File: src/scti_pkg.sv
// ----------------------------------------------------------------------------
// scti_pkg: shared types, constants and table functions
// Constants, opcodes, pipeline control type and the first-quadrant sample
// function used at elaboration to build the constant first-quadrant table.
// ----------------------------------------------------------------------------
package scti_pkg;

  // Field widths of the ports.
  localparam int ANGLE_BITS = 24;
  localparam int VALUE_BITS = 16;

  // Parameter defaults and limits.
  localparam int DEF_ANGLE_FRAC_BITS = 8;
  localparam int DEF_SAMPLE_BITS     = 16;
  localparam int SAMPLE_BITS_MAX     = 32;

  // Degree constants.
  localparam int DEG_FULL          = 360;
  localparam int DEG_THREE_QUARTER = 270;
  localparam int DEG_HALF          = 180;
  localparam int DEG_QUARTER       = 90;
  localparam int DEG_BITS          = 9;

  // Sine table geometry: one entry per whole degree, 0 to 360 inclusive.
  localparam int TABLE_ENTRIES   = 361;
  localparam int TABLE_ADDR_BITS = $clog2(TABLE_ENTRIES);
  localparam int QUAD_ENTRIES    = 91;
  localparam int QUAD_IDX_BITS   = $clog2(QUAD_ENTRIES);

  // Fixed-point constants of the table generator (30 fraction bits).
  localparam longint Q30_ONE = 64'sd1073741824;
  localparam longint PI_Q30  = 64'sd3373259426;

  // Number of pipeline stages, the output register included.
  localparam int NUM_STAGES = 6;

  typedef enum logic {
    OP_SINE   = 1'b0,
    OP_COSINE = 1'b1
  } op_e;

  // Per-stage load strobes of the pipeline.
  typedef struct packed {
    logic ld_angle;
    logic ld_recip;
    logic ld_whole;
    logic ld_lookup;
    logic ld_product;
    logic ld_result;
  } pipe_ctrl_t;

  // Sine of d whole degrees (0..90) in Q30, by a thirteen-term Taylor series.
  function automatic longint first_quadrant_q30(input int d);
    longint x;
    longint term;
    longint sum;
    x    = (longint'(d) * PI_Q30) / 180;
    term = x;
    sum  = x;
    for (int k = 1; k <= 12; k++) begin
      term = (term * x) / Q30_ONE;
      term = (term * x) / Q30_ONE;
      case (k)
        1:       term = -term / 6;
        2:       term = -term / 20;
        3:       term = -term / 42;
        4:       term = -term / 72;
        5:       term = -term / 110;
        6:       term = -term / 156;
        7:       term = -term / 210;
        8:       term = -term / 272;
        9:       term = -term / 342;
        10:      term = -term / 420;
        11:      term = -term / 506;
        12:      term = -term / 600;
        default: term = 64'sd0;
      endcase
      sum = sum + term;
    end
    if (sum < 0) begin
      sum = 64'sd0;
    end
    return sum;
  endfunction

  // First-quadrant sample rounded half up and saturated to the sample range.
  function automatic logic [SAMPLE_BITS_MAX-1:0] quadrant_sample(input int d,
                                                                 input int sample_bits);
    longint s;
    longint v;
    longint maxv;
    s    = first_quadrant_q30(d);
    maxv = (64'sd1 <<< (sample_bits - 1)) - 64'sd1;
    v    = (s * (64'sd1 <<< (sample_bits - 1)) + (64'sd1 <<< 29)) >>> 30;
    if (v > maxv) begin
      v = maxv;
    end
    return SAMPLE_BITS_MAX'(v);
  endfunction

endpackage

File: src/scti_interp.sv
// ----------------------------------------------------------------------------
// scti_interp: linear interpolation between two table samples
// Multiplies the fraction by the sample difference, then adds the floor of
// the scaled product to the first sample and registers the result.
// ----------------------------------------------------------------------------
module scti_interp #(
  parameter int ANGLE_FRAC_BITS = scti_pkg::DEF_ANGLE_FRAC_BITS,
  parameter int SAMPLE_BITS     = scti_pkg::DEF_SAMPLE_BITS,
  localparam int FracW = (ANGLE_FRAC_BITS == 0) ? 1 : ANGLE_FRAC_BITS
) (
  input  logic                            clk_i,
  input  scti_pkg::pipe_ctrl_t            ctrl_i,
  input  logic [FracW-1:0]                frac_i,
  input  logic [SAMPLE_BITS-1:0]          y0_i,
  input  logic [SAMPLE_BITS-1:0]          y1_i,
  output logic [scti_pkg::VALUE_BITS-1:0] value_o
);

  localparam int DiffW = SAMPLE_BITS + 1;
  localparam int ProdW = FracW + DiffW + 1;
  localparam int SumW  = ((SAMPLE_BITS > scti_pkg::VALUE_BITS) ?
                          SAMPLE_BITS : scti_pkg::VALUE_BITS) + 1;

  logic [FracW-1:0]               frac4_q;
  logic signed [SAMPLE_BITS-1:0]  y0_s;
  logic signed [SAMPLE_BITS-1:0]  y1_s;
  logic signed [DiffW-1:0]        diff;
  logic signed [ProdW-1:0]        prod5_d;
  logic signed [ProdW-1:0]        prod5_q;
  logic signed [SAMPLE_BITS-1:0]  y0_5_q;
  logic signed [ProdW-1:0]        step;
  logic signed [SumW-1:0]         sum;
  logic [scti_pkg::VALUE_BITS-1:0] value6_q;

  // The fraction travels alongside the table read.
  always_ff @(posedge clk_i) begin
    if (ctrl_i.ld_lookup) begin
      frac4_q <= frac_i;
    end
  end

  // Fraction times difference of the neighbouring samples.
  assign y0_s    = signed'(y0_i);
  assign y1_s    = signed'(y1_i);
  assign diff    = DiffW'(y1_s) - DiffW'(y0_s);
  assign prod5_d = ProdW'(signed'({1'b0, frac4_q})) * ProdW'(diff);

  always_ff @(posedge clk_i) begin
    if (ctrl_i.ld_product) begin
      prod5_q <= prod5_d;
      y0_5_q  <= y0_s;
    end
  end

  // Arithmetic shift rounds towards minus infinity.
  assign step = prod5_q >>> ANGLE_FRAC_BITS;
  assign sum  = SumW'(y0_5_q) + SumW'(step);

  always_ff @(posedge clk_i) begin
    if (ctrl_i.ld_result) begin
      value6_q <= sum[scti_pkg::VALUE_BITS-1:0];
    end
  end

  assign value_o = value6_q;

endmodule

File: config.mk
export PLATFORM = sky130hd
export DESIGN_NAME = scti_interp
export DESIGN_NICKNAME = d
export VERILOG_FILES = /design/src/scti_pkg.sv /design/src/scti_interp.sv
export SDC_FILE = /design/constraint.sdc
export NUM_CORES = 1
export LEC_CHECK = 0
export BUFFER_PORTS_ARGS = -buffer_cell sky130_fd_sc_hd__buf_2
export CAP_MARGIN = 20
export CORE_MARGIN = 5
export CORE_UTILIZATION = 55
export CTS_BUF_LIST = sky130_fd_sc_hd__clkbuf_16
export CTS_CLUSTER_DIAMETER = 200
export CTS_CLUSTER_SIZE = 10
export DETAILED_ROUTE_END_ITERATION = 8
export PLACE_DENSITY = 0.71
export SYNTH_ARGS = -nofsm -noshare
export SYNTH_HDL_FRONTEND = slang
export SYNTH_SLANG_ARGS = --single-unit
File: constraint.sdc
create_clock -name clk_i -period 8 [get_ports clk_i]
set_clock_uncertainty 0.1 [all_clocks]
set_input_delay 0.8 -clock clk_i [delete_from_list [all_inputs] [get_ports clk_i]]
set_output_delay 0.8 -clock clk_i [all_outputs]
set_load 0.01 [all_outputs]
==> flow_metrics.tcl <==
set metrics [dict create \
    grt_pass1_wl_mm 28.8 \
    effective_utilization_at_floorplan_pct 55.9 \
    setup_viol 0 \
    worst_slew_margin_rel_pct 52.1 \
    die_area_um2 17200 \
    die_h_um 131 \
    rsz0062_at_grt "no" \
    crit_buf_inv 4 \
    antenna-diode-count 0 \
    dr_wl_met3_um 924 \
    cts.repair.resized 0 \
    clkTransAtPathRegs_ns 0.08 \
    worst_hold_stages 1 \
    gp_routability_congestion 0.795 \
    yosys-top-cells-area "sky130_fd_sc_hd__fa_1 26%, sky130_fd_sc_hd__edfxtp_1 21%, sky130_fd_sc_hd__ha_1 11%" \
    cts-hold-fix-buffers 0 \
    worstMarginPinSlew_ns 0.718 \
    worst-path-stages 26 \
    drv_cap 0 \
    ioPinCount 63 \
    number_of_enable_type_register_cells_in_the_synthesized_netlist 56 \
    cts_tree "yes" \
    grt_start_max_net_pins 33 \
    groute.usage.overall_pct 19.9 \
    post-cts-setup-buffer-count 0 \
    finalWirelength_mm 16.8 \
    synthToLayoutAreaGrowth_pct 8.29 \
    dr.pass1.iters 4 \
    yosys.area.top_type "sky130_fd_sc_hd__fa_1" \
    dr.max_layer_used "met4" \
    worst_setup_path_end_kind "register" \
    final_nets 1133 \
    cts.sinks 56 \
    syn-num-nets 1082 \
    synth_seq_cells 56 \
    synthArstFlopShare_pct 0 \
    ys_seq_area_share_pct 20.8 \
    avgSynthCellArea_um2 9.44 \
    syn-cell-area_um2 8090 \
    worst_skew_pair.late_latency_ns 0.30 \
    count_of_cell_types_in_the_netlist 59 \
    die_w_um 131 \
    num_rows 44 \
    routed_len_inst_um 15.3 \
    post_synth_inst_count 857 \
    crit_arrival_ns 7.06 \
    hold_path.class "reg -> reg" \
    grt-ovfl-total 0 \
    port_buffers 59 \
    report.final.hold_viol_count 0 \
    mostFrequentLayoutCell "sky130_fd_sc_hd__inv_1" \
    ratio_of_final_minimum_period_to_clock_period_pct 88.9 \
    wl_met2_mm 7.56 \
    post_route_cells_drive_above_1_share_pct 11.0 \
    final-max-slew-violation-count 0 \
    h_tree_depth 2 \
    crit_top_cell "sky130_fd_sc_hd__fa_1" \
    numCtsBuffers 5 \
    vias 5971 \
    route.layer.met1.wl_mm 8.13 \
    max_freq_ghz 0.141 \
    antenna_found_initial 0 \
    synthDominantCellAreaShare_pct 25.7 \
    drt_first_iter_violations 351 \
    floorplan.core_area_um2 14500 \
    worst_case_reg_to_reg_path_depth 17 \
    cpLargestDelayFamily "adder cells" \
    synth_warnings 0 \
    ctsLongestPathBuffers 2 \
    drc_errors 0 \
    synthFlopType "sky130_fd_sc_hd__edfxtp_1" \
    place.detailed.hpwl_mm 13.4 \
    ant_nets 0 \
    finalWorstPathRequiredPeriod_ns 7.11 \
    crit_path_max_incr_delay_ns 0.56 \
    cp.required_ns 7.95 \
    most-common-layout-cells "169 x sky130_fd_sc_hd__inv_1, 104 x sky130_fd_sc_hd__fa_1, 74 x sky130_fd_sc_hd__ha_1, 70 x sky130_fd_sc_hd__nand2_1, 59 x sky130_fd_sc_hd__buf_2" \
    setup_total_negative_slack_ns 0 \
    first_global_vias 5908 \
    run_status "completed" \
    critical_path_class "in -> reg" \
    cts.root.buffer_cell "sky130_fd_sc_hd__clkbuf_16" \
    drt-vias-per-instance 5.46 \
    crit_fanout 8 \
    critical_path_start_type "input port" \
    slowest_stage "sky130_fd_sc_hd__fa_1" \
]
## through the flow
stage / std cells / setup slack (ns) / area [um2] / util [%] / hold slack, ns
floorplan: 857 / 1.30 / 8090 / - / 0.413
global placement: 1085 / 0.638 / 8610 / 59.5 / 0.443
detailed placement: 1085 / 0.491 / 8610 / 59.5 / 0.440
CTS: 1093 / 0.826 / 8760 / 60.5 / 0.468
global route: 1093 / 0.386 / 8760 / 60.5 / 0.503
finish: 1093 / 0.886 / 8760 / 60.5 / 0.465
## layout make-up
class | count | area, um2
fillers | 1245 | 5720
multi-input cells | 599 | 5640
flip-flops and latches | 56 | 1680
inverters | 170 | 638
repair buffers | 76 | 423
well taps | 184 | 230
clock buffers | 5 | 125
clock inverters | 3 | 21.3
## state kept, by name, indices dropped and copies added (netlist names)
name and cells:
prod5_q 16, value_o 16, y0_5_q 16, frac4_q 8
## kinds of logic (layout without fill, tap and decap cells)
family / after synthesis / after routing / synth area share (%)
xor gates and xnor gates: 43 / 43 / 4.75
AOI/OAI and AO/OA: 110 / 110 / 10.2
buffers and inverters: 202 / 254 / 9.48
adders and majority gates: 178 / 178 / 37.2
DFF: 56 / 56 / 20.8
and+or+nand+nor: 268 / 268 / 17.6
## worst paths after layout
path / start / end / slack [ns]
max reg2reg: frac4_q[2]$_DFFE_PP_ / prod5_q[22]$_DFFE_PP_ / 2.33
max: y0_i[0] / prod5_q[22]$_DFFE_PP_ / 0.89
min: prod5_q[8]$_DFFE_PP_ / value_o[0]$_DFFE_PP_ / 0.46
min reg2reg: prod5_q[8]$_DFFE_PP_ / value_o[0]$_DFFE_PP_ / 0.46
## synthesized netlist by cell type (10+ instances only)
| library cell | instances |
|---|---|
| sky130_fd_sc_hd__nor2_1 | 24 |
| sky130_fd_sc_hd__o21a_1 | 10 |
| sky130_fd_sc_hd__edfxtp_1 | 56 |
| sky130_fd_sc_hd__inv_1 | 169 |
| sky130_fd_sc_hd__a21oi_1 | 31 |
| sky130_fd_sc_hd__nand3_1 | 18 |
| sky130_fd_sc_hd__nand2_1 | 70 |
| sky130_fd_sc_hd__ha_1 | 74 |
| sky130_fd_sc_hd__xor2_1 | 12 |
| sky130_fd_sc_hd__fa_1 | 104 |
| sky130_fd_sc_hd__and2_1 | 54 |
| sky130_fd_sc_hd__nor2b_1 | 24 |
| sky130_fd_sc_hd__nor3_1 | 24 |
| sky130_fd_sc_hd__nand4_1 | 16 |
| sky130_fd_sc_hd__clkbuf_1 | 28 |
| sky130_fd_sc_hd__xnor2_1 | 30 |
## routing by layer
metal | vias to the layer above | GRT usage [%]
met4 | 0 | 3.49
met5 | - | 0
li1 | 2919 | -
met2 | 157 | 30.9
met1 | 2882 | 30.2
met3 | 13 | 2.98
## worst register-to-register path, stage by stage (launching register included)
cell and delay [ns]:
sky130_fd_sc_hd__edfxtp_1 0.79, sky130_fd_sc_hd__nand2_1 0.17, sky130_fd_sc_hd__fa_1 0.59, sky130_fd_sc_hd__inv_1 0.06, sky130_fd_sc_hd__fa_1 0.47, sky130_fd_sc_hd__fa_1 0.49, sky130_fd_sc_hd__inv_1 0.06, sky130_fd_sc_hd__fa_1 0.52
sky130_fd_sc_hd__inv_1 0.04, sky130_fd_sc_hd__ha_1 0.35, sky130_fd_sc_hd__a21o_1 0.23, sky130_fd_sc_hd__a2111oi_2 0.47, sky130_fd_sc_hd__o41ai_4 0.19, sky130_fd_sc_hd__a21oi_2 0.20, sky130_fd_sc_hd__a211oi_2 0.10, sky130_fd_sc_hd__a211oi_2 0.30
sky130_fd_sc_hd__o21bai_1 0.14, sky130_fd_sc_hd__xor2_1 0.16
Power is not shown: default switching activity piles up to over one toggle a cycle in this logic, so the estimate is an artifact.
