==> src/scti_pkg.sv <==
// ----------------------------------------------------------------------------
// scti_pkg: shared types, constants and table functions
// Constants, opcodes, pipeline control type and the first-quadrant sample
// function used at elaboration to build the constant first-quadrant table.
// ----------------------------------------------------------------------------
package scti_pkg;

  // Field widths of the ports.
  localparam int ANGLE_BITS = 24;
  localparam int VALUE_BITS = 16;

  // Parameter defaults and limits.
  localparam int DEF_ANGLE_FRAC_BITS = 8;
  localparam int DEF_SAMPLE_BITS     = 16;
  localparam int SAMPLE_BITS_MAX     = 32;

  // Degree constants.
  localparam int DEG_FULL          = 360;
  localparam int DEG_THREE_QUARTER = 270;
  localparam int DEG_HALF          = 180;
  localparam int DEG_QUARTER       = 90;
  localparam int DEG_BITS          = 9;

  // Sine table geometry: one entry per whole degree, 0 to 360 inclusive.
  localparam int TABLE_ENTRIES   = 361;
  localparam int TABLE_ADDR_BITS = $clog2(TABLE_ENTRIES);
  localparam int QUAD_ENTRIES    = 91;
  localparam int QUAD_IDX_BITS   = $clog2(QUAD_ENTRIES);

  // Fixed-point constants of the table generator (30 fraction bits).
  localparam longint Q30_ONE = 64'sd1073741824;
  localparam longint PI_Q30  = 64'sd3373259426;

  // Number of pipeline stages, the output register included.
  localparam int NUM_STAGES = 6;

  typedef enum logic {
    OP_SINE   = 1'b0,
    OP_COSINE = 1'b1
  } op_e;

  // Per-stage load strobes of the pipeline.
  typedef struct packed {
    logic ld_angle;
    logic ld_recip;
    logic ld_whole;
    logic ld_lookup;
    logic ld_product;
    logic ld_result;
  } pipe_ctrl_t;

  // Sine of d whole degrees (0..90) in Q30, by a thirteen-term Taylor series.
  function automatic longint first_quadrant_q30(input int d);
    longint x;
    longint term;
    longint sum;
    x    = (longint'(d) * PI_Q30) / 180;
    term = x;
    sum  = x;
    for (int k = 1; k <= 12; k++) begin
      term = (term * x) / Q30_ONE;
      term = (term * x) / Q30_ONE;
      case (k)
        1:       term = -term / 6;
        2:       term = -term / 20;
        3:       term = -term / 42;
        4:       term = -term / 72;
        5:       term = -term / 110;
        6:       term = -term / 156;
        7:       term = -term / 210;
        8:       term = -term / 272;
        9:       term = -term / 342;
        10:      term = -term / 420;
        11:      term = -term / 506;
        12:      term = -term / 600;
        default: term = 64'sd0;
      endcase
      sum = sum + term;
    end
    if (sum < 0) begin
      sum = 64'sd0;
    end
    return sum;
  endfunction

  // First-quadrant sample rounded half up and saturated to the sample range.
  function automatic logic [SAMPLE_BITS_MAX-1:0] quadrant_sample(input int d,
                                                                 input int sample_bits);
    longint s;
    longint v;
    longint maxv;
    s    = first_quadrant_q30(d);
    maxv = (64'sd1 <<< (sample_bits - 1)) - 64'sd1;
    v    = (s * (64'sd1 <<< (sample_bits - 1)) + (64'sd1 <<< 29)) >>> 30;
    if (v > maxv) begin
      v = maxv;
    end
    return SAMPLE_BITS_MAX'(v);
  endfunction

endpackage

==> src/scti_reduce.sv <==
// ----------------------------------------------------------------------------
// scti_reduce: angle reduction into whole degree and fraction
// Three stages: split and offset, reciprocal multiply, remainder with one
// correction step. The whole degree leaves in the range 0 to 359.
// ----------------------------------------------------------------------------
module scti_reduce #(
  parameter int ANGLE_FRAC_BITS = scti_pkg::DEF_ANGLE_FRAC_BITS,
  localparam int FracW = (ANGLE_FRAC_BITS == 0) ? 1 : ANGLE_FRAC_BITS
) (
  input  logic                            clk_i,
  input  scti_pkg::pipe_ctrl_t            ctrl_i,
  input  logic                            opcode_i,
  input  logic [scti_pkg::ANGLE_BITS-1:0] angle_i,
  output logic                            opcode_o,
  output logic [FracW-1:0]                frac_o,
  output logic [scti_pkg::DEG_BITS-1:0]   whole_o
);

  // Whole degrees are offset by a multiple of 360 so that they are never
  // negative; the reciprocal multiply then gives the quotient or one less.
  localparam int WholeW     = scti_pkg::ANGLE_BITS - ANGLE_FRAC_BITS;
  localparam int WrapW      = WholeW + 1;
  localparam int WrapOffset = scti_pkg::DEG_FULL *
                              ((2 ** (WholeW - 1) + scti_pkg::DEG_FULL - 1) /
                               scti_pkg::DEG_FULL);
  localparam int RecipMul   = (2 ** WrapW) / scti_pkg::DEG_FULL;
  localparam int RecipW     = $clog2(RecipMul + 1);
  localparam int ProdW      = WrapW + RecipW;
  localparam int RemW       = WrapW + 1;

  logic signed [scti_pkg::ANGLE_BITS-1:0] angle_s;
  logic signed [scti_pkg::ANGLE_BITS-1:0] whole_s;
  logic [WrapW-1:0]                       wrap1_d;
  logic [FracW-1:0]                       frac1_d;
  logic [WrapW-1:0]                       wrap1_q;
  logic [FracW-1:0]                       frac1_q;
  logic                                   op1_q;
  logic [ProdW-1:0]                       prod2_d;
  logic [ProdW-1:0]                       prod2_q;
  logic [WrapW-1:0]                       wrap2_q;
  logic [FracW-1:0]                       frac2_q;
  logic                                   op2_q;
  logic [RecipW-1:0]                      quot;
  logic [RemW-1:0]                        rem_raw;
  logic [RemW-1:0]                        rem_fix;
  logic [scti_pkg::DEG_BITS-1:0]          whole3_d;
  logic [scti_pkg::DEG_BITS-1:0]          whole3_q;
  logic [FracW-1:0]                       frac3_q;
  logic                                   op3_q;

  // Stage one: arithmetic split into whole degrees and fraction.
  assign angle_s = signed'(angle_i);
  assign whole_s = angle_s >>> ANGLE_FRAC_BITS;
  assign wrap1_d = WrapW'(whole_s) + WrapW'(WrapOffset);

  if (ANGLE_FRAC_BITS == 0) begin : g_no_frac
    assign frac1_d = '0;
  end else begin : g_frac
    assign frac1_d = angle_i[FracW-1:0];
  end

  always_ff @(posedge clk_i) begin
    if (ctrl_i.ld_angle) begin
      wrap1_q <= wrap1_d;
      frac1_q <= frac1_d;
      op1_q   <= opcode_i;
    end
  end

  // Stage two: multiply by the scaled reciprocal of 360.
  assign prod2_d = ProdW'(wrap1_q) * ProdW'(RecipMul);

  always_ff @(posedge clk_i) begin
    if (ctrl_i.ld_recip) begin
      prod2_q <= prod2_d;
      wrap2_q <= wrap1_q;
      frac2_q <= frac1_q;
      op2_q   <= op1_q;
    end
  end

  // Stage three: remainder, corrected once when the quotient fell short.
  always_comb begin
    quot    = prod2_q[ProdW-1:WrapW];
    rem_raw = RemW'(wrap2_q) - RemW'(quot) * RemW'(scti_pkg::DEG_FULL);
    if (rem_raw >= RemW'(scti_pkg::DEG_FULL)) begin
      rem_fix = rem_raw - RemW'(scti_pkg::DEG_FULL);
    end else begin
      rem_fix = rem_raw;
    end
    whole3_d = rem_fix[scti_pkg::DEG_BITS-1:0];
  end

  always_ff @(posedge clk_i) begin
    if (ctrl_i.ld_whole) begin
      whole3_q <= whole3_d;
      frac3_q  <= frac2_q;
      op3_q    <= op2_q;
    end
  end

  assign opcode_o = op3_q;
  assign frac_o   = frac3_q;
  assign whole_o  = whole3_q;

endmodule

==> config.mk <==
export PLATFORM = sky130hd
export DESIGN_NAME = scti_reduce
export DESIGN_NICKNAME = d
export VERILOG_FILES = /design/src/scti_pkg.sv /design/src/scti_reduce.sv
export SDC_FILE = /design/constraint.sdc
export NUM_CORES = 1
export LEC_CHECK = 0
export ABC_CLOCK_PERIOD_IN_PS = 6400
export BUFFER_PORTS_ARGS = -buffer_cell sky130_fd_sc_hd__buf_4
export CAP_MARGIN = 20
export CORE_MARGIN = 8
export CORE_UTILIZATION = 45
export CTS_BUF_LIST = sky130_fd_sc_hd__clkbuf_8
export CTS_CLUSTER_SIZE = 12
export DETAILED_ROUTE_END_ITERATION = 10
export GPL_TIMING_DRIVEN = 0
export PLACE_DENSITY = 0.68
export SYNTH_ARGS = -nofsm -noshare
export SYNTH_HDL_FRONTEND = slang
export SYNTH_SLANG_ARGS = --single-unit
export TNS_END_PERCENT = 30
==> constraint.sdc <==
create_clock -name clk_i -period 6.4 [get_ports clk_i]
set_input_delay 0.64 -clock clk_i [delete_from_list [all_inputs] [get_ports clk_i]]
set_output_delay 0.64 -clock clk_i [all_outputs]
set_load 0.03 [all_outputs]
==> impl_metrics.env <==
export IMPL_holdPathStages=0
export IMPL_vias_per_cell=5.10
export IMPL_mostFrequentLayoutCells="120 x inv_1, 96 x ha_1, 79 x edfxtp_1"
export IMPL_relSlewSlack=0.679
export IMPL_reg2reg_slack_ns=0.88
export IMPL_root_buffer="clkbuf_8"
export IMPL_start_kind="flip-flop"
export IMPL_core_area_um2=14300
export IMPL_ios=50
export IMPL_r2r_start="prod2_q[18]"
export IMPL_worstPathMaxFanout=6
export IMPL_htree_levels=3
export IMPL_synth_top_area_frac=0.366
export IMPL_placed_area_um2=7060
export IMPL_cap_violations=0
export IMPL_gp_congestion=0.855
export IMPL_synthCells=557
export IMPL_reg2regPathDepth=22
export IMPL_yosysUniqueCellTypes=57
export IMPL_drt_wl_total_mm=11.8
export IMPL_grt_overflow_total=0
export IMPL_reg2reg_to="whole_o[7]"
export IMPL_drt_met1_wl_mm=5.38
export IMPL_num_vias=4097
export IMPL_critPathArrivalTime_ns=5.62
export IMPL_yosys_area_top_type="edfxtp_1"
export IMPL_first_iter_violations=196
export IMPL_clk_path_buf_depth=2
export IMPL_tightest_slew_ns=0.469
export IMPL_drive_gt1_frac=0.120
export IMPL_dieArea_um2=18500
export IMPL_rsz0062_at_grt="false"
export IMPL_antenna_cells=0
export IMPL_period_share=0.862
export IMPL_layout_commonest_cell="inv_1"
export IMPL_status="finished clean"
export IMPL_skew_ns=0.0144
export IMPL_final_max_slew_viol_count=0
export IMPL_initial_core_util=0.453
export IMPL_cts_inserted_buffers=9
export IMPL_ys_warn_count=0
export IMPL_cp_slowest_cell="fa_1"
export IMPL_hold_class="reg2reg"
export IMPL_hold_viol_final=0
export IMPL_io_buffers=46
export IMPL_crit_required_ns=6.51
export IMPL_async_flop_share=0
export IMPL_grt_pass1_vias=4372
export IMPL_drc=0
export IMPL_cts_tree="done"
export IMPL_cp_end_kind="flip-flop"
export IMPL_wl_per_cell_um=14.6
export IMPL_synth_area_um2=6480
export IMPL_met2_length_mm=5.93
export IMPL_grt_max_degree=36
export IMPL_cts_sinks=79
export IMPL_slowest_delay_ns=0.50
export IMPL_fmax_mhz=181
export IMPL_whs_ns=0.426
export IMPL_row_count=44
export IMPL_post_cts_resized=0
export IMPL_crit_type="reg2reg"
export IMPL_fin_crit_ns=5.52
export IMPL_synth_fp_nets=737
export IMPL_nNetsFinal=794
export IMPL_worst_hold_startpoint="frac2_q[1]"
export IMPL_synth_area_leaders="edfxtp_1 37%, ha_1 19%, fa_1 16%"
export IMPL_drt_pass1_iterations=4
export IMPL_final_antenna_net_count=0
export IMPL_fp_dieH_um=136
export IMPL_fp_dieW_um=136
export IMPL_fin_setup_tns_ns=0
export IMPL_min_to="frac_o[1]"
export IMPL_area_delta_synth_final_pct=12.0
export IMPL_insertion_delay_ns=0.36
export IMPL_top_layer="met4"
export IMPL_antenna_found_initial=0
export IMPL_grt_first_pass_wirelength_mm=20.5
export IMPL_clkTransAtPathRegs_ns=0.09
export IMPL_grt_use_total=0.137
export IMPL_yosys_register_bits=79
export IMPL_design_area_um2=7260
export IMPL_yosysSeqAreaShare=0.366
export IMPL_worstPathCellList="ha_1, xor2_1, ha_1, inv_1, fa_1, inv_1, ha_1, a21oi_1, o21bai_1, a21oi_1, o21bai_1, a21oi_1, xor2_1, ha_1, nand2_1, o21a_1, a311oi_1, o311a_1, o211ai_1, nor4_4, a21oi_1, xor2_1"
export IMPL_holdBufCountCts=0
export IMPL_finalSetupViolCount=0
export IMPL_cts_setup_buffers=0
export IMPL_yosys_most_used_dff="edfxtp_1"
export IMPL_dr_wl_met3_um=293
export IMPL_fillers=1265
export IMPL_hpwl_mm=9.74
export IMPL_synth_edf_count=79
export IMPL_avgSynthCellArea_um2=11.6
[cell usage after synthesis (all sizes together) (9+ instances only)]
cell and number:
nand3 9, ha 96, xnor2 24, nor2 19
nand2 11, fa 52, xor2 10, a21oi 24
o21a 11, inv 120, edfxtp 79
[flip-flops by register name, indices dropped and copies added, names as in the netlist]
register,flops
prod2_q,9
whole_o,9
frac1_q,8
wrap1_q,17
opcode_o,1
op2_q,1
op1_q,1
frac_o,8
frac2_q,8
wrap2_q,17
[kinds of logic (layout without fill, tap and decap cells)]
family,Yosys count,in the layout,synth area share
buffers and inverters,121,183,0.0702
adders and majority gates,148,148,0.346
AOI/OAI and AO/OA,90,90,0.100
xor gates and xnor gates,34,34,0.0459
DFF,79,79,0.366
and+or+nand+nor,84,84,0.0704
muxes,1,1,0.00154
[cell type report]
type	count	area, µm²	share of cell area
Multi-Input combinational cell	357	3660	0.503
Sequential cell	79	2370	0.327
Inverter	120	450	0.0620
Timing Repair Buffer	46	345	0.0475
Tap cell	184	230	0.0317
Clock buffer	9	124	0.0171
Clock inverter	7	80.1	0.0110
Buffer	1	5.00	0.000689
[worst max-delay path, delay by kind of cell, from the launching register on]
family | cells | cell delay, ns
xor+xnor | 3 | 0.47
fa+ha+maj | 5 | 1.88
simple gates | 2 | 0.54
buf+inv | 2 | 0.09
flops | 1 | 0.44
compound gates | 10 | 1.84
[metrics by stage]
step | utilization | setup slack (ns) | cells
CTS | 0.507 | 0.857 | 803
finish | 0.507 | 0.884 | 803
global route | 0.507 | 0.382 | 803
detailed placement | 0.493 | 0.879 | 787
global placement | 0.493 | 0.941 | 787
floorplan | - | 1.41 | 557
[metal layers]
layer	track usage	vias up
li1	-	2053
met1	0.176	1973
met2	0.230	56
met3	0.0255	15
met4	0.0403	0
met5	0	-
[worst max-delay path by stage]
| stage | from | to | cells past startpoint |
|---|---|---|---|
| floorplan | prod2_q[18] | whole_o[7] | 22 |
| finish | prod2_q[18] | whole_o[7] | 22 |
| detailed placement | prod2_q[18] | whole_o[7] | 22 |
| global route | prod2_q[18] | whole_o[7] | 22 |
| CTS | prod2_q[18] | whole_o[7] | 22 |
| global placement | prod2_q[18] | whole_o[7] | 22 |
Power is left out: the tool's default activity adds up to more than one toggle a clock period on the data nets, which glitch-free logic cannot reach.
