==> config.mk <==
export PLATFORM = sky130hd
export DESIGN_NAME = scti_fill
export DESIGN_NICKNAME = d
export VERILOG_FILES = /design/src/scti_pkg.sv /design/src/scti_fill.sv
export SDC_FILE = /design/constraint.sdc
export NUM_CORES = 1
export LEC_CHECK = 0
export BUFFER_PORTS_ARGS = -buffer_cell sky130_fd_sc_hd__buf_2
export CORE_ASPECT_RATIO = 1.1
export CORE_MARGIN = 5
export CORE_UTILIZATION = 45
export CTS_BUF_LIST = sky130_fd_sc_hd__clkbuf_8
export DETAILED_ROUTE_END_ITERATION = 10
export SYNTH_ARGS = -nofsm -noshare
export SYNTH_HDL_FRONTEND = slang
export SYNTH_SLANG_ARGS = --single-unit
==> constraint.sdc <==
create_clock -name clk_i -period 8.85 [get_ports clk_i]
set_clock_uncertainty 0.15 [all_clocks]
set_input_delay 0.4425 -clock clk_i [delete_from_list [all_inputs] [get_ports clk_i]]
set_output_delay 0.4425 -clock clk_i [all_outputs]
set_load 0.05 [all_outputs]
==> src/scti_pkg.sv <==
// ----------------------------------------------------------------------------
// scti_pkg: shared types, constants and table functions
// Constants, opcodes, pipeline control type and the first-quadrant sample
// function used at elaboration to build the constant first-quadrant table.
// ----------------------------------------------------------------------------
package scti_pkg;

  // Field widths of the ports.
  localparam int ANGLE_BITS = 24;
  localparam int VALUE_BITS = 16;

  // Parameter defaults and limits.
  localparam int DEF_ANGLE_FRAC_BITS = 8;
  localparam int DEF_SAMPLE_BITS     = 16;
  localparam int SAMPLE_BITS_MAX     = 32;

  // Degree constants.
  localparam int DEG_FULL          = 360;
  localparam int DEG_THREE_QUARTER = 270;
  localparam int DEG_HALF          = 180;
  localparam int DEG_QUARTER       = 90;
  localparam int DEG_BITS          = 9;

  // Sine table geometry: one entry per whole degree, 0 to 360 inclusive.
  localparam int TABLE_ENTRIES   = 361;
  localparam int TABLE_ADDR_BITS = $clog2(TABLE_ENTRIES);
  localparam int QUAD_ENTRIES    = 91;
  localparam int QUAD_IDX_BITS   = $clog2(QUAD_ENTRIES);

  // Fixed-point constants of the table generator (30 fraction bits).
  localparam longint Q30_ONE = 64'sd1073741824;
  localparam longint PI_Q30  = 64'sd3373259426;

  // Number of pipeline stages, the output register included.
  localparam int NUM_STAGES = 6;

  typedef enum logic {
    OP_SINE   = 1'b0,
    OP_COSINE = 1'b1
  } op_e;

  // Per-stage load strobes of the pipeline.
  typedef struct packed {
    logic ld_angle;
    logic ld_recip;
    logic ld_whole;
    logic ld_lookup;
    logic ld_product;
    logic ld_result;
  } pipe_ctrl_t;

  // Sine of d whole degrees (0..90) in Q30, by a thirteen-term Taylor series.
  function automatic longint first_quadrant_q30(input int d);
    longint x;
    longint term;
    longint sum;
    x    = (longint'(d) * PI_Q30) / 180;
    term = x;
    sum  = x;
    for (int k = 1; k <= 12; k++) begin
      term = (term * x) / Q30_ONE;
      term = (term * x) / Q30_ONE;
      case (k)
        1:       term = -term / 6;
        2:       term = -term / 20;
        3:       term = -term / 42;
        4:       term = -term / 72;
        5:       term = -term / 110;
        6:       term = -term / 156;
        7:       term = -term / 210;
        8:       term = -term / 272;
        9:       term = -term / 342;
        10:      term = -term / 420;
        11:      term = -term / 506;
        12:      term = -term / 600;
        default: term = 64'sd0;
      endcase
      sum = sum + term;
    end
    if (sum < 0) begin
      sum = 64'sd0;
    end
    return sum;
  endfunction

  // First-quadrant sample rounded half up and saturated to the sample range.
  function automatic logic [SAMPLE_BITS_MAX-1:0] quadrant_sample(input int d,
                                                                 input int sample_bits);
    longint s;
    longint v;
    longint maxv;
    s    = first_quadrant_q30(d);
    maxv = (64'sd1 <<< (sample_bits - 1)) - 64'sd1;
    v    = (s * (64'sd1 <<< (sample_bits - 1)) + (64'sd1 <<< 29)) >>> 30;
    if (v > maxv) begin
      v = maxv;
    end
    return SAMPLE_BITS_MAX'(v);
  endfunction

endpackage

==> src/scti_fill.sv <==
// ----------------------------------------------------------------------------
// scti_fill: sine table fill sweep after reset
// Writes one table entry per cycle, degrees 0 to 360, built from a constant
// first-quadrant table by symmetry.
// ----------------------------------------------------------------------------
module scti_fill #(
  parameter int SAMPLE_BITS = scti_pkg::DEF_SAMPLE_BITS
) (
  input  logic                                 clk_i,
  input  logic                                 rst_ni,
  output logic                                 busy_o,
  output logic                                 we_o,
  output logic [scti_pkg::TABLE_ADDR_BITS-1:0] waddr_o,
  output logic [SAMPLE_BITS-1:0]               wdata_o
);

  logic [SAMPLE_BITS-1:0]               quad_rom [scti_pkg::QUAD_ENTRIES];
  logic [scti_pkg::TABLE_ADDR_BITS-1:0] addr_q;
  logic [scti_pkg::TABLE_ADDR_BITS-1:0] addr_d;
  logic                                 busy_q;
  logic                                 busy_d;
  logic [scti_pkg::TABLE_ADDR_BITS-1:0] mirror;
  logic [scti_pkg::QUAD_IDX_BITS-1:0]   quad_idx;
  logic                                 negate;
  logic [SAMPLE_BITS-1:0]               quad_val;

  // Constant first-quadrant samples, worked out at elaboration.
  for (genvar g = 0; g < scti_pkg::QUAD_ENTRIES; g++) begin : g_quad
    assign quad_rom[g] = SAMPLE_BITS'(scti_pkg::quadrant_sample(g, SAMPLE_BITS));
  end

  // Fold the degree into the first quadrant and note the sign.
  always_comb begin
    negate = 1'b0;
    if (addr_q <= scti_pkg::TABLE_ADDR_BITS'(scti_pkg::DEG_QUARTER)) begin
      mirror = addr_q;
    end else if (addr_q <= scti_pkg::TABLE_ADDR_BITS'(scti_pkg::DEG_HALF)) begin
      mirror = scti_pkg::TABLE_ADDR_BITS'(scti_pkg::DEG_HALF) - addr_q;
    end else if (addr_q <= scti_pkg::TABLE_ADDR_BITS'(scti_pkg::DEG_THREE_QUARTER)) begin
      mirror = addr_q - scti_pkg::TABLE_ADDR_BITS'(scti_pkg::DEG_HALF);
      negate = 1'b1;
    end else begin
      mirror = scti_pkg::TABLE_ADDR_BITS'(scti_pkg::DEG_FULL) - addr_q;
      negate = 1'b1;
    end
    quad_idx = mirror[scti_pkg::QUAD_IDX_BITS-1:0];
    quad_val = quad_rom[quad_idx];
  end

  // Sweep counter: stops after the last entry has been written.
  always_comb begin
    addr_d = addr_q;
    busy_d = busy_q;
    if (busy_q) begin
      if (addr_q == scti_pkg::TABLE_ADDR_BITS'(scti_pkg::TABLE_ENTRIES - 1)) begin
        busy_d = 1'b0;
      end else begin
        addr_d = addr_q + scti_pkg::TABLE_ADDR_BITS'(1);
      end
    end
  end

  always_ff @(posedge clk_i or negedge rst_ni) begin
    if (!rst_ni) begin
      addr_q <= '0;
      busy_q <= 1'b1;
    end else begin
      addr_q <= addr_d;
      busy_q <= busy_d;
    end
  end

  assign busy_o  = busy_q;
  assign we_o    = busy_q;
  assign waddr_o = addr_q;
  assign wdata_o = negate ? (-quad_val) : quad_val;

endmodule

==> out/metrics.cfg, run 1 <==
[timing]
setup_violations = 0
setup_tns_ps = 0
tightest_slew_ps = 1020
worst_slack_ps = 1520
slew_violations = 0
finalHoldViolCount = 0
timing.final.crit_share = 0.828
timing.fmax_mhz = 136
hold_slack_ps = 436
period_minus_slack_ps = 7330
slew_headroom = 0.313
rsz0062_at_grt = no

[worst_setup_path]
rrSetupSlack_ps = 6070
cp_slowest_cell = a211oi_1
cp_max_fo = 16
reg2reg_from = waddr_o[1]
startpoint = waddr_o[1]
reg2reg_depth = 9
cp_common_cell = o211ai_1
endpoint_kind = output pin
critical_path.cell_chain = ha_1 > o2bb2ai_1 > o211ai_1 > o211ai_1 > o211ai_1 > buf_4 > ha_1 > inv_1 > nor4_1 > a211oi_1 > o21ai_0 > a221oi_1 > a31oi_1 > a2bb2oi_1 > nor3_2 > nand2_1 > o41ai_2 > xnor2_1 > buf_2
worstPathArrival_ps = 6740
crit_end = wdata_o[11]
cpPeakStageDelay_ps = 840
cp-start-kind = flip-flop
crit_type = flip-flop to output pin
required_ps = 8260
r2r_end = waddr_o[8]

[synthesis]
synth_area_leaders = dfrtp_1 6.2%, ha_1 5.5%, a21oi_1 5.4%
synth_seq_area_share = 0.0691
synth-edff-count = 0
ys_ff_latch = 10
synth_cell_types = 83
yosysMostFrequentCell = nand2_1
synth_common_cells = 49 x nand2_1, 39 x a21oi_1, 35 x nor2_1, 29 x o21ai_0, 22 x clkbuf_1
yosys.area.top_type_share = 0.0619
syn_inst = 510
synth_area_leader_cell = dfrtp_1
async_flop_share = 1.00
yosysWarningCount = 0
ys.flop_type = dfrtp_1
synthesis.area_sq_um = 3640
syn_nets = 528
syn_avg_cell_area_sq_um = 7.14

[detailed_routing]
first_iter_violations = 667
route.detailed.drc = 0
dr.pass1.iters = 5
vias_per_cell = 7.21
drt_wl_total_um = 14300
wl_per_cell_um = 23.5
num_vias = 4386
drtAntennaViolNets = 0

[finish]
nets = 519
fin_area_sq_um = 3800
final_core_util = 0.480
area_growth_pct = 4.30
drive_above_1_share = 0.150
antenna_cells = 0
final_cells = 608
num-fill-cells = 848

[placement]
hpwl_um = 10300
portBuffers = 28
placedCellCount = 603
gp_congestion = 1.08
place_ws_ps = 2140
post_dp_cell_area_sq_um = 3730

[global_routing]
grt_max_degree = 39
grt_pass1_wl_um = 23100
grt_overflow = 0
antenna_found_initial = 0
grt_pass1_vias = 4092
grtUsageTotal = 0.288

[die]
die-area_sq_um = 9990
ios = 29
initial_core_util = 0.460
fp.dieH_um = 104
die_x_um = 95.8
coreArea_sq_um = 7910
rows = 34

[pwr]
p_total_mw = 0.105
power.density_nw_per_um2 = 27.8
p_leak_nw = 1.45
ir_worst_vdd_mv = 0.0844

[clocking]
htreeDepth = 1
cts_buffer_depth = 2
post_cts_buffers = 0
ctsRootBufferMaster = clkbuf_8
cts_buffers = 3
cts_tree = yes
insertion_delay_ps = 240
cts_sinks = 10
clk_pin_slew_worst_paths_ps = 50
cts_resized = 0

[run_status]
outcome = complete, no violations

[run]
drv_cap = 0

[hold_path]
hp-class = input port to async pin

[worst min path at each step]
stage                     startpoint          to  slack [ps]
after floorplan               rst_ni  waddr_o[0]          -3
after global placement        rst_ni  waddr_o[6]         170
after detailed placement      rst_ni  waddr_o[6]         170
after CTS                     rst_ni  waddr_o[6]         440
after global routing          rst_ni  waddr_o[8]         470
final                         rst_ni  waddr_o[6]         440
[critical path: cells and delay by family, from the launching register on]
kind | cells | cell delay (ps)
compound gates | 10 | 3290
xor+xnor | 1 | 140
fa+ha+maj | 2 | 940
buf+inv | 3 | 1010
flops | 1 | 590
simple gates | 3 | 500
[per-layer routing]
metal / vias to the layer above / GRT usage / part of all wire
met3: 81 / 0.0275 / 0.082
met2: 299 / 0.444 / 0.46
met5: - / 0 / 0
met4: 0 / 0.157 / 0.067
li1: 1966 / - / -
met1: 2040 / 0.386 / 0.39
[layout make-up]
class,count,area (sq um),area share
inverter,16,65.1,0.0171
timing repair buffer,43,255,0.0672
multi-input combinational,427,3040,0.799
clock buffer,4,55.1,0.0145
sequential,10,251,0.0662
tap,108,135,0.0356
[cell usage in the layout (no fill, tap or decap), drive strengths merged, types with 6 or more instances in the layout]
cell type	netlist	layout
a211oi	12	12
a21oi	39	39
a221oi	6	6
a31oi	10	10
buf	35	42
dfrtp	9	9
ha	16	16
inv	14	14
mux2i	17	17
nand2	50	50
nand3	14	14
nand4	9	9
nor2	36	36
nor3	18	18
nor4	6	6
o2111ai	13	13
o211ai	18	18
o21ai	32	32
o311ai	7	7
xnor2	20	20
xor2	7	7
[logic make-up (layout without fill, tap and decap cells)]
kind of cell,Yosys count,count (layout),share of synthesized area
mux,18,18,0.0498
fa+ha+maj,16,16,0.0550
xor+xnor,27,27,0.0701
simple gates,155,155,0.214
flops,10,10,0.0691
compound gates,211,211,0.443
buf+inv,73,63,0.0997
[flip-flops by register name, summed over array words and instances (netlist names)]
register,count
waddr_o,9
busy_o,1
[power breakdown]
part / switching [mW] / internal [mW] / total, mW / leakage (nW)
Clock: 0.0190 / 0.0392 / 0.0582 / 0.0288
Combinational: 0.000918 / 0.000448 / 0.00137 / 1.28
Sequential: 0 / 0.0458 / 0.0458 / 0.136
[repair_timing]
action / CTS / global route
hold endpoints to repair: 9 / 0
endpoints found under the setup margin: 0 / 0
hold buffers: 1 / 0
Power figures use the tool's default switching activity.
==> run 2, diff against run 1 <==
--- a/config.mk
+++ b/config.mk
@@ -11,6 +11,7 @@
 export CORE_UTILIZATION = 45
 export CTS_BUF_LIST = sky130_fd_sc_hd__clkbuf_8
 export DETAILED_ROUTE_END_ITERATION = 10
+export PLACE_DENSITY = 0.65
 export SYNTH_ARGS = -nofsm -noshare
 export SYNTH_HDL_FRONTEND = slang
 export SYNTH_SLANG_ARGS = --single-unit
==> constraint.sdc (replaced) <==
create_clock -name clk_i -period 5.9 [get_ports clk_i]
set_clock_uncertainty 0.15 [all_clocks]
set_input_delay 0.295 -clock clk_i [delete_from_list [all_inputs] [get_ports clk_i]]
set_output_delay 0.295 -clock clk_i [all_outputs]
set_load 0.05 [all_outputs]
==> out/metrics.cfg, run 2 (same netlist as run 1, synthesis figures left out) <==
[run_status]
outcome = complete, no violations

[clocking]
cts_tree = yes
ctsRootBufferMaster = clkbuf_8
post_cts_buffers = 0
cts_buffers = 3
htreeDepth = 1
clk_pin_slew_worst_paths_ps = 50
cts_sinks = 10
insertion_delay_ps = 230
cts_buffer_depth = 2

[finish]
mostFrequentLayoutCell = nand2_1
largest_reg_flops = 9
nets = 540
num-fill-cells = 777
area_growth_pct = 14.5
drive_above_1_share = 0.236
layout_common_cells = 49 x nand2_1, 34 x nor2_1, 34 x a21oi_1
antenna_cells = 0

[detailed_routing]
drt_wl_total_um = 14500
num_vias = 4469
wl_per_cell_um = 23.1
first_iter_violations = 439
dr.pass1.iters = 5
route.detailed.drc = 0
vias_per_cell = 7.10
drtAntennaViolNets = 0

[worst_setup_path]
cpPeakStageDelay_ps = 550
cp-start-kind = flip-flop
crit_type = flip-flop to output pin
cp_slowest_cell = dfrtp_2
critical_path.cell_chain = inv_1 > ha_1 > o2bb2ai_1 > o211a_1 > o31ai_2 > o211a_1 > buf_12 > a21oi_1 > a221o_1 > a21boi_0 > o32ai_2 > and4_1 > and2_1 > a21oi_1 > xor2_4 > buf_2
worst-path-buf-inv = 3
worstPathArrival_ps = 5200
required_ps = 5450
cpLargestDelayFamily = compound AO/OA/AOI/OAI gates
endpoint_kind = output pin
cp_max_fo = 50

[timing]
worst_slack_ps = 251
timing.fmax_mhz = 177
period_minus_slack_ps = 5650
slew_violations = 0
rsz0062_at_grt = no
setup_violations = 0
setup_tns_ps = 0
finalHoldViolCount = 0
timing.final.crit_share = 0.957
tightest_slew_ps = 863
slew_headroom = 0.419

[pwr]
p_leak_nw = 1.60
ir_worst_vdd_mv = 0.105
power.density_nw_per_um2 = 37.1
p_total_mw = 0.154

[die]
fp.dieH_um = 104
initial_core_util = 0.460
die-area_sq_um = 9990
rows = 34
die_x_um = 95.8
coreArea_sq_um = 7910
ios = 29

[global_routing]
grt_pass1_wl_um = 23300
grt_overflow = 0
antenna_found_initial = 0
grtUsageTotal = 0.288
grt_max_degree = 51
grt_pass1_vias = 4209

[placement]
portBuffers = 28
place_ws_ps = 382
hpwl_um = 10600
gp_congestion = 0.995

[run]
drv_cap = 0

[hold_path]
hp-class = input port to async pin

-- run 2: final timing paths --
kind                            start           to  slack [ps]  depth (start not counted)
hold / removal                 rst_ni   waddr_o[2]         310                          2
min in group clk_i         waddr_o[4]   waddr_o[4]         380                          1
hold reg to reg            waddr_o[4]   waddr_o[4]         380                          1
setup / recovery           waddr_o[2]  wdata_o[10]         250                         16
max in group asynchronous      rst_ni       busy_o        5030                          2
setup reg to reg           waddr_o[1]   waddr_o[8]        3410                         10
-- run 2: layer usage --
layer	up-vias	GRT usage	routed length, um
met2	315	0.469	6880
met4	0	0.128	781
met1	2090	0.379	5580
li1	2013	-	-
met5	-	0	0
met3	51	0.0246	1280
-- run 2: cell type report --
type	count	area, sq um	share of cell area
Multi-Input combinational cell	427	3220	0.772
Clock buffer	4	55.1	0.0132
Inverter	16	67.6	0.0162
Sequential cell	10	256	0.0615
Timing Repair Buffer	64	438	0.105
Tap cell	108	135	0.0324
-- run 2: report_power, final --
part	total (mW)	switching, mW	internal [mW]
combinational	0.00206	0.00139	0.000675
clock	0.0836	0.0251	0.0585
sequential	0.0688	0	0.0688
-- run 2: through the flow --
step,util,hold slack (ps),instance area [sq um],instances
final,0.527,307,4170,629
after CTS,0.521,302,4120,629
after global placement,0.512,12.9,4060,624
after floorplan,-,-151,3780,510
after detailed placement,0.512,15.4,4060,624
after global routing,0.527,338,4170,629
-- run 2: repair_timing --
item	in CTS	in global routing
endpoints found under the setup margin	0	7
hold endpoints to repair	9	0
hold buffers	1	0
resized for setup	0	14
==> run 3, diff against run 2 <==
--- a/config.mk
+++ b/config.mk
@@ -12,6 +12,7 @@
 export CTS_BUF_LIST = sky130_fd_sc_hd__clkbuf_8
 export DETAILED_ROUTE_END_ITERATION = 10
 export PLACE_DENSITY = 0.65
+export REMOVE_ABC_BUFFERS = 1
 export SYNTH_ARGS = -nofsm -noshare
 export SYNTH_HDL_FRONTEND = slang
 export SYNTH_SLANG_ARGS = --single-unit
==> out/metrics.cfg, run 3 (same netlist as run 1, synthesis figures left out) <==
[worst_setup_path]
critical_path.cell_chain = or4_4 > o21a_4 > mux2i_1 > o211ai_4 > buf_4 > nor3_1 > a2111oi_2 > a211oi_1 > o32ai_2 > nand2_2 > o21a_1 > a21oi_1 > xor2_1 > buf_2
worst-path-buf-inv = 2
cp-start-kind = flip-flop
rrSetupSlack_ps = 3190
worstPathArrival_ps = 5180
r2r_end = waddr_o[8]
cp_max_fo = 27
endpoint_kind = output pin
cpLargestDelayFamily = compound AO/OA/AOI/OAI gates
cp_slowest_cell = o211ai_4
cpPeakStageDelay_ps = 710
required_ps = 5450
crit_type = flip-flop to output pin
reg2reg_depth = 10
reg2reg_from = waddr_o[1]

[global_routing]
grtUsageTotal = 0.301
grt_pass1_vias = 4213
antenna_found_initial = 0
grt_pass1_wl_um = 24000
grt_max_degree = 39
grt_overflow = 0

[clocking]
htreeDepth = 1
cts_buffers = 3
ctsRootBufferMaster = clkbuf_8
cts_tree = yes
post_cts_buffers = 0
clk_pin_slew_worst_paths_ps = 50
cts_sinks = 10
cts_buffer_depth = 2
insertion_delay_ps = 240

[die]
initial_core_util = 0.460
rows = 34
die_x_um = 95.8
coreArea_sq_um = 7910
fp.dieH_um = 104
die-area_sq_um = 9990
ios = 29

[timing]
rsz0062_at_grt = no
tightest_slew_ps = 857
period_minus_slack_ps = 5620
setup_violations = 0
slew_headroom = 0.421
slew_violations = 0
timing.fmax_mhz = 178
timing.final.crit_share = 0.953
finalHoldViolCount = 0

[finish]
layout_common_cells = 49 x nand2_1, 39 x a21oi_1, 37 x buf_4
largest_reg_flops = 9
nets = 542
area_growth_pct = 8.80
final_cells = 631
drive_above_1_share = 0.187
mostFrequentLayoutCell = nand2_1
antenna_cells = 0

[detailed_routing]
route.detailed.drc = 0
drt_wl_total_um = 15300
wl_per_cell_um = 24.2
dr.pass1.iters = 5
first_iter_violations = 552
vias_per_cell = 7.19
drtAntennaViolNets = 0
num_vias = 4535

[pwr]
power.density_nw_per_um2 = 36.4
ir_worst_vdd_mv = 0.0987
p_total_mw = 0.144
p_leak_nw = 1.56

[placement]
gp_congestion = 1.02
placedCellCount = 626
hpwl_um = 11300
portBuffers = 28

[run]
drv_cap = 0

[run_status]
outcome = complete, no violations

[hold_path]
hp-class = input port to async pin

[run 3: changes by cell type in the layout (fill, tap and decap cells not counted), sizes merged]
cell / delta
buf: +2
clkbuf: -1
clkinv: +1
[run 3: power by group]
part / total, mW / switching, mW / internal [mW]
Sequential: 0.0688 / 0 / 0.0688
Clock: 0.0732 / 0.0276 / 0.0456
Combinational: 0.00220 / 0.00152 / 0.000672
[run 3: per-layer routing]
| metal | vias to the layer above | part of all wire | GRT usage |
|---|---|---|---|
| li1 | 2022 | - | - |
| met1 | 2177 | 0.40 | 0.389 |
| met2 | 278 | 0.48 | 0.504 |
| met3 | 58 | 0.074 | 0.0260 |
| met4 | 0 | 0.052 | 0.124 |
| met5 | - | 0 | 0 |
[run 3: how the worst max path moves through the flow]
stage | from | slack [ps] | end | cells after the start
2_1_floorplan | waddr_o[0] | -1880 | wdata_o[10] | 17
3_5_place_dp | waddr_o[4] | 500 | wdata_o[11] | 18
6_report | waddr_o[6] | 280 | wdata_o[9] | 14
3_3_place_gp | waddr_o[4] | 540 | wdata_o[9] | 14
5_1_grt | waddr_o[6] | 40 | wdata_o[12] | 16
4_1_cts | waddr_o[4] | 250 | wdata_o[11] | 18
[run 3: layout make-up]
| cell class | count | area (sq um) |
|---|---|---|
| Fill cell | 830 | 3950 |
| Multi-Input combinational cell | 427 | 3040 |
| Timing Repair Buffer | 66 | 428 |
| Sequential cell | 10 | 253 |
| Tap cell | 108 | 135 |
| Inverter | 16 | 65.1 |
| Clock buffer | 3 | 41.3 |
| Clock inverter | 1 | 3.75 |
[run 3: per-stage QoR]
step	cell area [sq um]	setup TNS (ps)	util	hold WS, ps	setup slack [ps]
4_1_cts	3960	0	0.500	308	245
2_1_floorplan	3340	-22400	-	-151	-1880
3_5_place_dp	3910	0	0.494	28.8	502
5_1_grt	3960	0	0.501	336	41.2
3_3_place_gp	3910	0	0.494	27.8	544
6_report	3960	0	0.501	303	276
[run 3: what timing repair did]
action,CTS,global route
hold buffers,1,0
resized for setup,0,1
setup endpoints to repair,0,5
endpoints found under the hold margin,9,0
[run 3: worst register-to-register path, delay by kind of cell (launching register included)]
family	cells	cell delay (ps)
simple gates	4	640
compound gates	1	440
flops	1	490
fa+ha+maj	1	160
buf+inv	3	620
xor+xnor	1	120
